**src/design/abtv_pkg.sv**
```systemverilog
// Shared types, codes and constants for the arcade board bus and tile video unit.
// No dependencies; the design files but the channel interfaces and abtv_ram refer to it by scoped names.

package abtv_pkg;

  // Screen limits for the pixel request
  localparam int unsigned ScreenWidth  = 256;
  localparam int unsigned ScreenHeight = 256;

  // Store depths and address widths
  localparam int unsigned RomDepth  = 8192;
  localparam int unsigned PatDepth  = 4096;
  localparam int unsigned BankDepth = 1024;
  localparam int unsigned RomAw     = $clog2(RomDepth);
  localparam int unsigned PatAw     = $clog2(PatDepth);
  localparam int unsigned BankAw    = $clog2(BankDepth);
  localparam int unsigned NumBanks  = 4;

  // Configuration port address width
  localparam int unsigned CfgAw = 3;

  // Item kinds
  typedef enum logic [2:0] {
    KIND_MEM_RD   = 3'd0,
    KIND_MEM_WR   = 3'd1,
    KIND_IO_IN    = 3'd2,
    KIND_IO_OUT   = 3'd3,
    KIND_ROM_LOAD = 3'd4,
    KIND_PAT_LOAD = 3'd5,
    KIND_PIXEL    = 3'd6
  } kind_e;

  // I/O port numbers
  localparam logic [7:0] PORT_P1      = 8'd0;
  localparam logic [7:0] PORT_P2      = 8'd1;
  localparam logic [7:0] PORT_DIP     = 8'd2;
  localparam logic [7:0] PORT_COIN    = 8'd3;
  localparam logic [7:0] PORT_PALETTE = 8'd4;
  localparam logic [7:0] PORT_MELODY  = 8'd5;
  localparam logic [7:0] PORT_NOISE   = 8'd6;
  localparam logic [7:0] PORT_CONTROL = 8'd7;

  // Memory map: RAM banks live in the 4 KB page at 0x4000, selected by bits 11:10
  localparam logic [3:0] BANK_PAGE = 4'h4;
  localparam logic [1:0] BANK_FG   = 2'd0;
  localparam logic [1:0] BANK_BG   = 2'd1;
  localparam logic [1:0] BANK_COL  = 2'd2;
  localparam logic [1:0] BANK_WORK = 2'd3;

  // Register indexes of the configuration port
  localparam logic REG_DIP = 1'b0;

  localparam logic [7:0] UNMAPPED  = 8'hFF;
  localparam logic [7:0] ROM_FILL  = 8'hFF;
  localparam logic [7:0] PAL_LEVEL = 8'hAA;

  // One input word
  typedef struct packed {
    logic [2:0]  kind;
    logic [15:0] address;
    logic [7:0]  data;
    logic [7:0]  port;
    logic [7:0]  pixel_x;
    logic [7:0]  pixel_y;
    logic [7:0]  p1_buttons;
    logic [7:0]  p2_buttons;
    logic [7:0]  coin_inputs;
  } in_item_t;

  // One result word
  typedef struct packed {
    logic [7:0]  read_data;
    logic [23:0] pixel_color;
    logic        irq_en;
    logic [3:0]  scroll_ofs;
    logic [7:0]  palette_select;
    logic [7:0]  melody_code;
    logic [7:0]  noise_code;
  } out_item_t;

  // Controller to datapath commands
  typedef struct packed {
    logic clear;
    logic capture;
    logic pat_read;
    logic load_out;
  } ctrl_cmd_t;

  // Datapath to controller status
  typedef struct packed {
    logic clear_last;
    logic in_pixel;
  } dp_status_t;

  // Fixed 8-entry palette: bit 2 red, bit 1 green, bit 0 blue
  function automatic logic [23:0] palette_rgb(input logic [2:0] idx);
    palette_rgb = {idx[2] ? PAL_LEVEL : 8'h00,
                   idx[1] ? PAL_LEVEL : 8'h00,
                   idx[0] ? PAL_LEVEL : 8'h00};
  endfunction

endpackage

```
**src/design/abtv_apb_regs.sv**
```systemverilog
// Configuration register block: APB-style write/read of the DIP switch byte.
// Depends on abtv_pkg.

module abtv_apb_regs (
  input  logic                       clk_i,
  input  logic                       rst_ni,
  input  logic                       psel,
  input  logic                       penable,
  input  logic                       pwrite,
  input  logic [abtv_pkg::CfgAw-1:0] paddr,
  input  logic [31:0]                pwdata,
  output logic [31:0]                prdata,
  output logic                       pready,
  output logic [7:0]                 dip_o
);

  logic       dip_hit;
  logic [7:0] dip_q;
  logic [7:0] dip_d;

  // Decode the register index from the word address
  assign dip_hit = (paddr[2] == abtv_pkg::REG_DIP);
  assign pready  = 1'b1;

  // Take the byte on a completed write access
  always_comb begin
    dip_d = dip_q;
    if (psel && penable && pwrite && dip_hit) begin
      dip_d = pwdata[7:0];
    end
  end

  always_ff @(posedge clk_i or negedge rst_ni) begin
    if (!rst_ni) begin
      dip_q <= '0;
    end else begin
      dip_q <= dip_d;
    end
  end

  assign prdata = dip_hit ? {24'h0, dip_q} : 32'h0;
  assign dip_o  = dip_q;

endmodule

```
**config.mk**
```make
export PLATFORM = sky130hd
export DESIGN_NAME = abtv_apb_regs
export DESIGN_NICKNAME = d
export VERILOG_FILES = /design/src/design/abtv_pkg.sv /design/src/design/abtv_apb_regs.sv
export SDC_FILE = /design/constraint.sdc
export NUM_CORES = 1
export LEC_CHECK = 0
export ABC_AREA = 1
export BUFFER_PORTS_ARGS = -buffer_cell sky130_fd_sc_hd__buf_2
export CORE_MARGIN = 1
export CORE_UTILIZATION = 30
export CTS_CLUSTER_DIAMETER = 50
export DETAILED_ROUTE_END_ITERATION = 16
export PLACE_DENSITY = 0.78
export SLEW_MARGIN = 20
export SYNTH_ARGS = -nofsm -noshare
export SYNTH_HDL_FRONTEND = slang
export SYNTH_SLANG_ARGS = --single-unit
```
**constraint.sdc**
```tcl
create_clock -name clk_i -period 0.8 [get_ports clk_i]
set_input_delay 0.04 -clock clk_i [delete_from_list [all_inputs] [get_ports clk_i]]
set_output_delay 0.04 -clock clk_i [all_outputs]
set_load 0.02 [all_outputs]
```
==> metrics.txt <==
status=complete, but fails checks; failing checks=negative setup slack; clk root buf=clkbuf_4; skew final=0 ns; io pins=between 80 and 90; Synth Warn #=0; unrepaired setup endpoints after global routing=true; Core Area=roughly 0.0018 sq mm; peak supply drop=0.8868 mV; instance count of the mapped netlist=81; clock transition at the registers of the reported paths=~0.050 ns; Netlist cell types=11; initial antenna violation count=0; critical path's slowest cell=dfrtp_1; Routed Antenna Nets=0; Vias=504; Worst Min Path Start=pwdata[3]; Leakage=just over 0.5 nW; ranking of synthesized cells by area=dfrtp_1 33%, buf_4 31%, nand2_1 10%, nand3_1 6.6%, inv_1 5.5%; f_max=1079 MHz; Power Density=1900 mW/mm^2; fin. max-slew vios=0; final hold slack=0.01885 ns; Final #Nets=~160; Avg Vias per Cell=roughly 3.6; Setup WS pre-CTS=0.05180 ns; Post-synth top cells=25 x buf_4, 17 x nand2_1, 9 x inv_1; WP depth=3; Seq/Total Area, Yosys=0.3285; Final setup viols=16; min cycle time layout=0.9271 ns; peak per-stage delay on the critical path=0.37 ns; wire per inst=7.404 um; Port Buffers=29; DRT Pass-1 Iters=4; Largest register FFs=8; CP Class=register to primary output; WHS Endpoint=dip_o[3]$_DFFE_PN0P_; ant diodes=0; most common cell in the netlist=buf_4; TNS Setup=-1.303 ns; worst reg2reg setup slack=around 0.060 ns; largest area contributor in the netlist=dfrtp_1; fraction of registers with async set or reset after synthesis=1.000; Worst EP required=0.76 ns; TritonCTS clock tree=yes; Worst Path Buf+Inv=2; largest net degree at the start of global routing=10; Final Util=0.4536; worst flop-to-flop path endpoint=dip_o[4]$_DFFE_PN0P_; worst path cell trace=inv_1 > nor2_2 > buf_6; Layout area overhead=35.52%; Die X=around 47 um; average size of a mapped cell=7.523 sq um; first-pass GRT wire length=1662 um; Synth top area share=0.3285; critical path startpoint category=register; DRC=0; Yosys reg bits=8; Initial Util=0.3347; DIE HEIGHT=approximately 47 um; num rows=15; Die ar.=0.002215 sq mm; CTS max path bufs=2; Crit path arrival time=0.89 ns; Clock Sinks=8; grt ovf=0; GRT Resource Usage Total=0.1108; RR Startpoint=dip_o[4]$_DFFE_PN0P_; hpwl dp=a little under 900 um; worst-path fanout max=3; H-tree Lvls=1; final WL=about 1000 um; Worst Hold Path Cells=3; RePlAce Congestion=0.6989; Worst-Skew Late Latency=0.25 ns; layout cells sized above 1=0.4224; TritonCTS Buffers=3; Post-synth EDFFs=0; CP delay by family, top=flip-flops; worst reg2reg path depth=3; vias in the first global route=408; element type at the critical path end=primary output; mapped cell area=609.3 sq um; Setup WS post-layout=-0.1271 ns; Primary FF master, synth=dfrtp_1; Final Power=1.569 mW; max-cap viol count=0; HP Class=input pin to register; post-route clock period utilization=1.159; detailed router's first-iteration violation count=3; Final Hold Viols=0
[tightest hold or removal path, cell delays in order]
cell and delay, ns:
buf_2 0.07, nand3_1 0.06, nand2_1 0.06
[cell families after synthesis]
logic type    count (synthesis)  share of synthesized area
buf+inv                      36                     0.3881
simple gates                 35                     0.2710
flops                         8                     0.3285
other cells                   2                    0.01232
[cells in the final DEF, fill, tap and decap left out, types with 3 or more instances in the layout]
cell	instances
clkbuf_4	3
inv_1	8
nand2_1	17
buf_2	19
buf_4	5
buf_6	10
dfrtp_1	8
conb_1	25
nand3_1	8
nor2_2	8
[final cells by class]
| type | instances | area [sq um] |
|---|---|---|
| inverters | 10 | 37.54 |
| well taps | 25 | 31.28 |
| repair buffers | 35 | 255.2 |
| multi-input cells | 60 | 279.0 |
| flip-flops and latches | 8 | 200.2 |
| clock buffers | 3 | 22.52 |
| fillers | 184 | 994.7 |
[metal layers]
metal	wire length, um	vias up	GRT usage
met5	0	-	0
met4	6	0	0.08571
met3	85	2	0.02308
met2	508	36	0.1694
met1	444	206	0.1357
li1	-	260	-
[stage by stage]
step	cell area, sq um	instances
after CTS	805.8	140
final	825.8	141
after floorplan	715.7	104
after global placement	708.2	134
after global routing	825.8	141
after detailed placement	708.2	134
[report_power, final]
group / switching, mW / internal (mW)
Sequential: 0.0557 / 0.482
Combinational: 0.452 / 0.283
Clock: 0.125 / 0.171
[worst max path at each step]
stage / to / slack (ns) / from
after floorplan: prdata[0] / 0.04 / dip_o[0]$_DFFE_PN0P_
after global placement: dip_o[2]$_DFFE_PN0P_ / 0.07 / paddr[2]
after detailed placement: dip_o[5]$_DFFE_PN0P_ / 0.05 / paddr[2]
after CTS: prdata[1] / -0.13 / dip_o[1]$_DFFE_PN0P_
after global routing: prdata[1] / -0.18 / dip_o[1]$_DFFE_PN0P_
final: prdata[4] / -0.13 / dip_o[4]$_DFFE_PN0P_
[what timing repair did]
item	4_1_cts	5_1_grt
setup buffers	2	1
hold buffers	1	0
setup endpoints to repair	16	16
hold endpoints to repair	8	0
pin swaps	0	1
resized for setup	16	5
Power figures use the tool's default switching activity.
