==> config.mk <==
export PLATFORM = sky130hd
export DESIGN_NAME = abtv_ctrl
export DESIGN_NICKNAME = d
export VERILOG_FILES = /design/src/design/abtv_pkg.sv /design/src/design/abtv_ctrl.sv
export SDC_FILE = /design/constraint.sdc
export NUM_CORES = 1
export LEC_CHECK = 0
export BUFFER_PORTS_ARGS = -buffer_cell sky130_fd_sc_hd__buf_2
export CORE_AREA = 2 2 39 41
export CTS_CLUSTER_SIZE = 10
export DETAILED_ROUTE_END_ITERATION = 7
export DIE_AREA = 0 0 41 43
export GPL_ROUTABILITY_DRIVEN = 0
export PLACE_DENSITY = 0.35
export SKIP_LAST_GASP = 1
export SLEW_MARGIN = 5
export SYNTH_ARGS = -nofsm -noshare
export SYNTH_HDL_FRONTEND = slang
export SYNTH_SLANG_ARGS = --single-unit
==> constraint.sdc <==
create_clock -name clk_i -period 1.3 [get_ports clk_i]
set_clock_uncertainty 0.15 [all_clocks]
set_input_delay 0.195 -clock clk_i [delete_from_list [all_inputs] [get_ports clk_i]]
set_output_delay 0.195 -clock clk_i [all_outputs]
set_load 0.01 [all_outputs]
==> src/design/abtv_pkg.sv <==
// Shared types, codes and constants for the arcade board bus and tile video unit.
// No dependencies; the design files but the channel interfaces and abtv_ram refer to it by scoped names.

package abtv_pkg;

  // Screen limits for the pixel request
  localparam int unsigned ScreenWidth  = 256;
  localparam int unsigned ScreenHeight = 256;

  // Store depths and address widths
  localparam int unsigned RomDepth  = 8192;
  localparam int unsigned PatDepth  = 4096;
  localparam int unsigned BankDepth = 1024;
  localparam int unsigned RomAw     = $clog2(RomDepth);
  localparam int unsigned PatAw     = $clog2(PatDepth);
  localparam int unsigned BankAw    = $clog2(BankDepth);
  localparam int unsigned NumBanks  = 4;

  // Configuration port address width
  localparam int unsigned CfgAw = 3;

  // Item kinds
  typedef enum logic [2:0] {
    KIND_MEM_RD   = 3'd0,
    KIND_MEM_WR   = 3'd1,
    KIND_IO_IN    = 3'd2,
    KIND_IO_OUT   = 3'd3,
    KIND_ROM_LOAD = 3'd4,
    KIND_PAT_LOAD = 3'd5,
    KIND_PIXEL    = 3'd6
  } kind_e;

  // I/O port numbers
  localparam logic [7:0] PORT_P1      = 8'd0;
  localparam logic [7:0] PORT_P2      = 8'd1;
  localparam logic [7:0] PORT_DIP     = 8'd2;
  localparam logic [7:0] PORT_COIN    = 8'd3;
  localparam logic [7:0] PORT_PALETTE = 8'd4;
  localparam logic [7:0] PORT_MELODY  = 8'd5;
  localparam logic [7:0] PORT_NOISE   = 8'd6;
  localparam logic [7:0] PORT_CONTROL = 8'd7;

  // Memory map: RAM banks live in the 4 KB page at 0x4000, selected by bits 11:10
  localparam logic [3:0] BANK_PAGE = 4'h4;
  localparam logic [1:0] BANK_FG   = 2'd0;
  localparam logic [1:0] BANK_BG   = 2'd1;
  localparam logic [1:0] BANK_COL  = 2'd2;
  localparam logic [1:0] BANK_WORK = 2'd3;

  // Register indexes of the configuration port
  localparam logic REG_DIP = 1'b0;

  localparam logic [7:0] UNMAPPED  = 8'hFF;
  localparam logic [7:0] ROM_FILL  = 8'hFF;
  localparam logic [7:0] PAL_LEVEL = 8'hAA;

  // One input word
  typedef struct packed {
    logic [2:0]  kind;
    logic [15:0] address;
    logic [7:0]  data;
    logic [7:0]  port;
    logic [7:0]  pixel_x;
    logic [7:0]  pixel_y;
    logic [7:0]  p1_buttons;
    logic [7:0]  p2_buttons;
    logic [7:0]  coin_inputs;
  } in_item_t;

  // One result word
  typedef struct packed {
    logic [7:0]  read_data;
    logic [23:0] pixel_color;
    logic        irq_en;
    logic [3:0]  scroll_ofs;
    logic [7:0]  palette_select;
    logic [7:0]  melody_code;
    logic [7:0]  noise_code;
  } out_item_t;

  // Controller to datapath commands
  typedef struct packed {
    logic clear;
    logic capture;
    logic pat_read;
    logic load_out;
  } ctrl_cmd_t;

  // Datapath to controller status
  typedef struct packed {
    logic clear_last;
    logic in_pixel;
  } dp_status_t;

  // Fixed 8-entry palette: bit 2 red, bit 1 green, bit 0 blue
  function automatic logic [23:0] palette_rgb(input logic [2:0] idx);
    palette_rgb = {idx[2] ? PAL_LEVEL : 8'h00,
                   idx[1] ? PAL_LEVEL : 8'h00,
                   idx[0] ? PAL_LEVEL : 8'h00};
  endfunction

endpackage

==> src/design/abtv_ctrl.sv <==
// Controller: clearing sweep, item sequencing and the output word handshake.
// Depends on abtv_pkg; commands abtv_datapath.

module abtv_ctrl (
  input  logic                 clk_i,
  input  logic                 rst_ni,
  input  logic                 in_valid_i,
  output logic                 in_ready_o,
  output logic                 out_valid_o,
  input  logic                 out_ready_i,
  input  abtv_pkg::dp_status_t status_i,
  output abtv_pkg::ctrl_cmd_t  cmd_o
);

  typedef enum logic [1:0] {
    ST_CLEAR,
    ST_IDLE,
    ST_TILE,
    ST_DONE
  } state_e;

  state_e state_q;
  logic   out_valid_q;

  // Commands from the current state
  assign in_ready_o     = (state_q == ST_IDLE);
  assign cmd_o.clear    = (state_q == ST_CLEAR);
  assign cmd_o.capture  = in_ready_o && in_valid_i;
  assign cmd_o.pat_read = (state_q == ST_TILE);
  assign cmd_o.load_out = (state_q == ST_DONE) && (!out_valid_q || out_ready_i);
  assign out_valid_o    = out_valid_q;

  // State and output valid
  always_ff @(posedge clk_i or negedge rst_ni) begin
    if (!rst_ni) begin
      state_q     <= ST_CLEAR;
      out_valid_q <= 1'b0;
    end else begin
      unique case (state_q)
        ST_CLEAR: begin
          if (status_i.clear_last) begin
            state_q <= ST_IDLE;
          end
        end
        ST_IDLE: begin
          if (cmd_o.capture) begin
            state_q <= status_i.in_pixel ? ST_TILE : ST_DONE;
          end
        end
        ST_TILE: begin
          state_q <= ST_DONE;
        end
        ST_DONE: begin
          if (cmd_o.load_out) begin
            state_q <= ST_IDLE;
          end
        end
        default: state_q <= ST_CLEAR;
      endcase

      if (cmd_o.load_out) begin
        out_valid_q <= 1'b1;
      end else if (out_ready_i) begin
        out_valid_q <= 1'b0;
      end
    end
  end

`ifndef SYNTHESIS
  // A pixel needs the pattern read before its result is formed
  a_pixel_two_reads: assert property (@(posedge clk_i) disable iff (!rst_ni)
    cmd_o.capture && status_i.in_pixel |=> !cmd_o.load_out)
    else $error("pixel result loaded before pattern read");

  // Never overwrite a result that has not been taken
  a_no_overwrite: assert property (@(posedge clk_i) disable iff (!rst_ni)
    cmd_o.load_out |-> (!out_valid_q || out_ready_i))
    else $error("result register overwritten");

  // A waiting result stays until taken
  a_result_held: assert property (@(posedge clk_i) disable iff (!rst_ni)
    out_valid_q && !out_ready_i |=> out_valid_q)
    else $error("result dropped while stalled");

  // One item in flight at a time
  a_single_item: assert property (@(posedge clk_i) disable iff (!rst_ni)
    cmd_o.capture |=> !in_ready_o)
    else $error("second item taken while one is in flight");
`endif

endmodule

==> summary.txt, run 1 <==
startpoint type of the worst setup path - register
Num CTS Buffers - 3
P per Cell Area - 2609 mW/mm²
gr usage total - 0.06332
H-tree levels - 1
placed cells - 52
Final Setup Violations - 7
CP Data Arrival Time - 1.17 ns
worst-path maximum fanout - 4
fin worst setup slack - -0.2137 ns
Layout Cells excl Fill - 59
drt pass-1 iters - 1
Final period util - 1.164
Clock power frac - 0.132
post-route cell area - 467.9 µm²
Detailed Route WL - 482 µm
combinational power share - 0.703
post-synthesis compound-gate area fraction - 0.1000
Clk pin slew, worst setup/hold paths - 0.04 ns
Crit path largest cell delay - 0.43 ns
initial drt markers - 0
grt total ovfl - 0
Final Max Slew Viols - 0
initial antenna violation count - 0
status - complete, but fails checks
type of the worst setup path - reg2out
Reg-to-Reg Start - state_q[1]
Synth Area in XOR/XNOR - 0
maximum vdd drop - 0.7167 mV
drt drc - 0
clock sink count - 3
first-pass GRT wire length - 745 µm
launch point of the critical path - state_q[0]
Layout area overhead - 107.8%
IO buf count - 11
flops & latches, synth - 3
chip height - 43 µm
Fin. Hold Viols - 0
synth top area cells - dfrtp_1, ha_1, mux2_1, inv_1, o221ai_2
largest family of logic cells by synthesized area - adder cells
mux cell area share after synthesis - 0.1000
overall power - 1221 µW
starting density of the core - 0.1627
max-cap violations - 0
core area - 0.001384 mm²
# rows - 14
Cell variety after synth - 11
share of cells above drive strength 1 - 0.7907
endpoint kind of the worst setup timing path - output pin
RSZ-0062 raised after global routing - yes
Slew @ Worst Pin - 0.2095 ns
die area - 0.001763 mm²
setup slack after placement - -0.2200 ns
YS warnings - 0
Post-Syn Area - 225.2 µm²
Final #Nets - 54
CTS tree - done
Post-Synth Adder-Cell Area - 0.2222
Synth Area in Simple Gates - 0.1611
hold_sp - out_ready_i
cells along the critical path - ha_4 > buf_6 > and2_4 > buf_6
I/O pin cnt - 12
most used cell, CP - buf_6
Max-slew headroom - 0.8603
routed via count - 220
Post-Place Cell Area - 345.3 µm²
Cell Int Power - 788.8 µW
Clock Latency Late Sink - 0.23 ns
WP data required - 0.95 ns
Avg Cell Area, Syn - 10.72 µm²
register area share after synthesis - 0.3333
syn_nets - 31
Sw Ratio - 0.3540
crit path time final - 1.514 ns
share of the synthesized area in the top cell type - 0.3333
Seq pwr share - 0.165
cell leakage power - 0.0002289 µW
Longest Clk Path Bufs - 2
CP max-delay cell - dfrtp_2
fmax - 660.6 MHz
detailed placement HPWL - 389.6 µm
Post-Synthesis Cells - 21
vias in the first global route - 234
failing checks - negative setup slack
antenna viol nets, final - 0
vias per cell - 3.729
CTS root buf - clkbuf_4
Hold Crit Class - in2reg
Die X - 41 µm
pin count of the biggest net entering global routing - 5
ANT cells - 0
Avg WL per Cell - 8.169 µm
Switch Pwr - 432.2 µW
area leader, netlist - dfrtp_1
layout make-up:
| type | instances | area [µm²] |
|---|---|---|
| fillers | 154 | 915.9 |
| clock buffers | 4 | 26.28 |
| multi-input cells | 13 | 190.2 |
| repair buffers | 18 | 136.4 |
| inverters | 5 | 18.77 |
| well taps | 16 | 20.02 |
| flip-flops and latches | 3 | 76.32 |
Yosys cell counts (all sizes together):
master,count
ha,4
inv,4
dfrtp,3
and2,2
mux2,2
nand2b,2
clkinv,1
nand2,1
o211ai,1
o221ai,1
critical path: cells and delay by family, from the launching register on:
| family | cells | cell delay, ns |
|---|---|---|
| fa+ha+maj | 1 | 0.17 |
| buf+inv | 2 | 0.21 |
| simple gates | 1 | 0.12 |
| flops | 1 | 0.43 |
power groups by stage:
| stage | logic, µW | clock network [µW] | registers, µW |
|---|---|---|---|
| floorplan | 337 | 0 | 206 |
| global placement | 575 | 0 | 201 |
| detailed placement | 570 | 0 | 201 |
| CTS | 651 | 174 | 196 |
| global route | 958 | 173 | 211 |
| finish | 858 | 161 | 202 |
routing by layer:
metal  share of wire  global-route usage  vias up
met4               0             0.06000        0
met3           0.071             0.01571        0
met5               0                   0        -
met2            0.56              0.1094        6
li1                -                   -      110
met1            0.37             0.05161      104
flip-flops by register name (all words and copies together), names as in the netlist:
register	flops
out_valid_o	1
state_q	2
layout by cell type, fill, tap and decap left out:
cell type / netlist / routed
and2_4: 0 / 1
dfrtp_1: 3 / 2
inv_1: 4 / 2
ha_2: 0 / 2
o211ai_1: 1 / 1
nand2b_4: 1 / 2
buf_2: 0 / 8
buf_6: 0 / 5
dfrtp_2: 0 / 1
inv_2: 0 / 3
ha_4: 0 / 2
clkbuf_4: 0 / 3
o221ai_4: 0 / 1
clkbuf_1: 0 / 1
mux2_4: 0 / 2
dlygate4sd3_1: 0 / 1
and2_1: 2 / 1
nand2_1: 1 / 1
buf_4: 0 / 4
kinds of logic (layout without fill, tap and decap cells):
logic type                 after synthesis  count (layout)
and+or+nand+nor                          5               5
buffers and inverters                    5              27
adders and majority gates                4               4
DFF                                      3               3
AOI/OAI and AO/OA                        2               2
muxes                                    2               2
per-stage QoR:
| step | util | setup TNS [ns] | hold slack (ns) |
|---|---|---|---|
| after floorplan | - | -0.2765 | -0.2506 |
| final | 0.3382 | -1.178 | 0.1138 |
| after detailed placement | 0.2495 | -0.4510 | -0.1563 |
| after global placement | 0.2495 | -0.4151 | -0.1566 |
| after global routing | 0.3382 | -1.518 | 0.1272 |
| after CTS | 0.2929 | -1.306 | 0.1024 |
path summary, 6_finish.rpt:
kind                            slack [ns]           to  depth (start not counted)
min in group asynchronous             0.14   state_q[1]                          2
max in group asynchronous             0.74   state_q[0]                          2
worst min-delay path                  0.11  out_valid_o                          3
worst min register to register        0.40  out_valid_o                          2
worst max-delay path                 -0.21     cmd_o[2]                          4
worst max register to register       -0.19   state_q[0]                          6
what timing repair did:
action / CTS / global route
endpoints found under the setup margin: 7 / 7
hold endpoints to repair: 3 / 0
buffers inserted: 1 / 1
hold buffers: 1 / 0
gates resized for setup: 4 / 11
pin swaps: 1 / 2
Note: power is estimated with default switching activity, not from simulation.
==> run 2: changes to the inputs <==
--- a/config.mk
+++ b/config.mk
@@ -11,7 +11,7 @@
 export DETAILED_ROUTE_END_ITERATION = 7
 export DIE_AREA = 0 0 41 43
 export GPL_ROUTABILITY_DRIVEN = 0
-export PLACE_DENSITY = 0.35
+export PLACE_DENSITY = 0.33
 export SKIP_LAST_GASP = 1
 export SLEW_MARGIN = 5
 export SYNTH_ARGS = -nofsm -noshare
==> constraint.sdc (replaced) <==
create_clock -name clk_i -period 1.8 [get_ports clk_i]
set_clock_uncertainty 0.15 [all_clocks]
set_input_delay 0.27 -clock clk_i [delete_from_list [all_inputs] [get_ports clk_i]]
set_output_delay 0.27 -clock clk_i [all_outputs]
set_load 0.01 [all_outputs]
==> summary.txt, run 2 (synthesis results as in run 1) <==
Most flops, register - state_q
Longest Clk Path Bufs - 2
clock sink count - 3
Worst Hold End - out_valid_o
type of the worst setup path - reg2out
setup bufs post-CTS - 0
routed via count - 184
CTS tree - done
Crit path largest cell delay - 0.38 ns
starting density of the core - 0.1627
overall power - 560.0 µW
share of cells above drive strength 1 - 0.4324
H-tree levels - 1
Final #Nets - 48
ANT cells - 0
FF-to-FF End - state_q[1]
Reg-to-Reg Start - state_q[1]
core area - 0.001384 mm²
max-cap violations - 0
post-route cell area - 336.6 µm²
# rows - 14
startpoint type of the worst setup path - register
pin count of the biggest net entering global routing - 5
WP data required - 1.38 ns
setup TNS - 0 ns
Layout area overhead - 49.44%
Worst R2R Setup Slack - 0.26 ns
cell leakage power - 0.0001818 µW
Slew @ Worst Pin - 0.1918 ns
drt drc - 0
hold_sp - out_ready_i
detailed placement HPWL - 356.6 µm
maximum vdd drop - 0.4434 mV
P per Cell Area - 1664 mW/mm²
Final period util - 0.8630
vias in the first global route - 193
Avg WL per Cell - 7.396 µm
antenna viol nets, final - 0
CP Data Arrival Time - 1.13 ns
setup slack after placement - 0.2364 ns
Final Max Slew Viols - 0
status - finished clean
IO buf count - 11
Die X - 41 µm
Clock Latency Late Sink - 0.23 ns
die area - 0.001763 mm²
Post-Place Cell Area - 300.3 µm²
CP max-delay cell - dfrtp_1
Clk pin slew, worst setup/hold paths - 0.04 ns
RSZ-0062 raised after global routing - no
metal1 wirelength - 158 µm
drt pass-1 iters - 1
Fin. Hold Viols - 0
Hold Crit Class - in2reg
vias per cell - 3.472
initial antenna violation count - 0
Hold Crit Depth - 3
WL met2 - 197 µm
Max-slew headroom - 0.8722
commonest non-fill, non-tap cell in the layout - buf_2
cells along the critical path - inv_1 > ha_1 > and2_1 > buf_2
R2R cell count - 5
endpoint kind of the worst setup timing path - output pin
first-pass GRT wire length - 648 µm
I/O pin cnt - 12
worst-path maximum fanout - 4
chip height - 43 µm
CTS root buf - clkbuf_4
met3 wire len - 36 µm
max reg flops - 2
fillers - 163
grt total ovfl - 0
Num CTS Buffers - 3
Detailed Route WL - 392 µm
fin util - 0.2432
fin worst setup slack - 0.2466 ns
hold_buf cts - 1
crit path time final - 1.553 ns
fmax - 643.7 MHz
post_cts resized - 0
Max Used Layer - met3
most frequent cells in the layout - buf_2, inv_1, ha_1
Final Setup Violations - 0
initial drt markers - 0
gr usage total - 0.05717
run 2: cell types whose count changed in the layout (fill, tap and decap cells not counted), moves of 2 or more:
cell	before	now
buf_4	4	0
mux2_1	0	2
inv_1	2	4
inv_2	3	0
ha_4	2	0
buf_2	8	11
mux2_4	2	0
ha_1	0	4
ha_2	2	0
buf_6	5	0
run 2: worst max-delay path by stage:
| stage | start | cells after the start | end |
|---|---|---|---|
| floorplan | state_q[1] | 5 | state_q[0] |
| global placement | state_q[1] | 5 | state_q[1] |
| detailed placement | state_q[1] | 5 | state_q[1] |
| CTS | state_q[1] | 4 | cmd_o[2] |
| global route | state_q[1] | 5 | state_q[1] |
| finish | state_q[1] | 4 | cmd_o[2] |
run 2: cell type report:
type,count,area (µm²),area share
Timing Repair Buffer,12,65.06,0.1933
Inverter,5,18.77,0.05576
Tap cell,16,20.02,0.05948
Sequential cell,3,75.07,0.2230
Clock buffer,4,26.28,0.07807
Multi-Input combinational cell,13,131.4,0.3903
run 2: critical path: cells and delay by family, from the launching register on:
family                   cells  cell delay, ns
AND/OR/NAND/NOR              1            0.13
buffers and inverters        2            0.20
adder cells (fa/ha/maj)      1            0.19
flip-flops                   1            0.38
run 2: through the flow:
step                      hold slack, ns  instances
final                             0.1868         53
after floorplan                  -0.1756         21
after global routing              0.1996         53
after detailed placement        -0.08210         48
after global placement          -0.08227         48
after CTS                         0.1802         53
run 2: report_power, final:
| part | total [µW] | switching (µW) | internal (µW) |
|---|---|---|---|
| clock network | 116 | 32.6 | 82.9 |
| logic | 306 | 156 | 149 |
| registers | 139 | 33.7 | 105 |
run 2: routing by layer:
layer,vias up,global-route usage
li1,98,-
met5,-,0
met4,0,0.02000
met1,81,0.05449
met3,0,0.04712
met2,5,0.08750
==> run 3: changes to the inputs <==
==> config.mk (replaced) <==
export PLATFORM = sky130hd
export DESIGN_NAME = abtv_ctrl
export DESIGN_NICKNAME = d
export VERILOG_FILES = /design/src/design/abtv_pkg.sv /design/src/design/abtv_ctrl.sv
export SDC_FILE = /design/constraint.sdc
export NUM_CORES = 1
export LEC_CHECK = 0
export CORE_AREA = 2 2 39 41
export CTS_CLUSTER_SIZE = 10
export DETAILED_ROUTE_END_ITERATION = 7
export DIE_AREA = 0 0 41 43
export DONT_BUFFER_PORTS = 1
export GPL_ROUTABILITY_DRIVEN = 0
export PLACE_DENSITY = 0.3
export SKIP_LAST_GASP = 1
export SLEW_MARGIN = 20
export SYNTH_ARGS = -nofsm -noshare
export SYNTH_HDL_FRONTEND = slang
export SYNTH_SLANG_ARGS = --single-unit
==> summary.txt, run 3 (synthesis results as in run 1) <==
status - finished clean
Max-slew headroom - 0.8675
Crit path largest cell delay - 0.37 ns
first-pass GRT wire length - 683 µm
crit path time final - 1.595 ns
fillers - 153
initial antenna violation count - 0
H-tree levels - 1
chip height - 43 µm
initial drt markers - 0
Fin. Hold Viols - 0
Clock Latency Late Sink - 0.23 ns
Hold Crit Class - in2reg
setup TNS - 0 ns
# rows - 14
setup bufs post-CTS - 0
maximum vdd drop - 0.4468 mV
most frequent cells in the layout - inv_1, ha_1, clkbuf_4, dfrtp_1
max reg flops - 2
Final Hold Slack - 0.09252 ns
drt pass-1 iters - 1
FF-to-FF End - state_q[0]
I/O pin cnt - 12
startpoint type of the worst setup path - register
Detailed Route WL - 423 µm
Clk pin slew, worst setup/hold paths - 0.04 ns
core area - 0.001384 mm²
met3 wire len - 47 µm
vias per cell - 3.581
grt total ovfl - 0
Slew @ Worst Pin - 0.1987 ns
RSZ-0062 raised after global routing - no
overall power - 532.0 µW
Worst Hold End - out_valid_o
ANT cells - 0
fmax - 627.1 MHz
drt drc - 0
WP data required - 1.38 ns
CTS root buf - clkbuf_4
Most flops, register - state_q
Final Setup Violations - 0
Layout area overhead - 28.33%
detailed placement HPWL - 373 µm
delay-heaviest family, CP - flip-flops
R2R cell count - 5
P per Cell Area - 1840 mW/mm²
Longest Clk Path Bufs - 2
area occupied by multi-input gates - 131.4 µm²
CP Data Arrival Time - 1.17 ns
Final #Nets - 38
antenna viol nets, final - 0
routed via count - 154
Die X - 41 µm
IO buf count - 0
vias in the first global route - 191
CP max-delay cell - dfrtp_1
CTS tree - done
hold_sp - out_ready_i
WP buf/inv - 2
Hold Crit Depth - 2
Reg-to-Reg Start - state_q[1]
share of cells above drive strength 1 - 0.2222
Worst R2R Setup Slack - 0.25 ns
Final Max Slew Viols - 0
Max Used Layer - met3
metal1 wirelength - 137 µm
gr usage total - 0.06432
die area - 0.001763 mm²
cell leakage power - 0.0001388 µW
Register Area - 75.07 µm²
Avg WL per Cell - 9.837 µm
starting density of the core - 0.1627
type of the worst setup path - reg2out
fin util - 0.2089
max-cap violations - 0
WL met2 - 238 µm
pin count of the biggest net entering global routing - 5
worst-path maximum fanout - 4
cells along the critical path - inv_1 > ha_1 > buf_4 > and2_1
clock sink count - 3
Final period util - 0.8860
Num CTS Buffers - 3
endpoint kind of the worst setup timing path - output pin
run 3: cell count changes in the layout (fill, tap and decap cells not counted):
cell   before  now
buf_2      11    0
buf_4       0    1
run 3: worst max path at each step:
stage	from	endpoint	depth (start not counted)
global route	state_q[1]	cmd_o[2]	4
finish	state_q[1]	cmd_o[2]	4
CTS	state_q[1]	cmd_o[2]	4
global placement	state_q[1]	state_q[0]	5
floorplan	state_q[1]	state_q[0]	5
detailed placement	state_q[1]	state_q[0]	5
run 3: cell type report:
type / instances / area share
clock buffer: 4 / 0.09091
inverter: 5 / 0.06494
multi-input combinational: 13 / 0.4545
sequential: 3 / 0.2597
tap: 16 / 0.06926
timing repair buffer: 2 / 0.06061
run 3: per-layer routing:
layer | vias to the layer above | GRT usage
li1 | 77 | -
met1 | 70 | 0.04839
met2 | 7 | 0.09688
met3 | 0 | 0.01571
met4 | 0 | 0.1000
met5 | - | 0
run 3: power by group:
part	leakage [µW]	total [µW]	internal [µW]	switching [µW]
logic	0.0000896	270	125	144
registers	0.0000342	146	105	40.5
clock network	0.0000150	117	83.0	33.7
total	0.000139	532	313	219
run 3: per-stage QoR:
step	worst slack, ns	cell area, µm²	cells
2_1_floorplan	0.2444	225.2	21
3_3_place_gp	0.2254	252.7	38
3_5_place_dp	0.2364	252.7	38
4_1_cts	0.1898	289.0	43
5_1_grt	0.1294	289.0	43
6_report	0.2052	289.0	43
run 3: timing repair:
item	CTS	global route
hold endpoints to repair	3	0
hold buffers	1	0
resized for setup	0	0
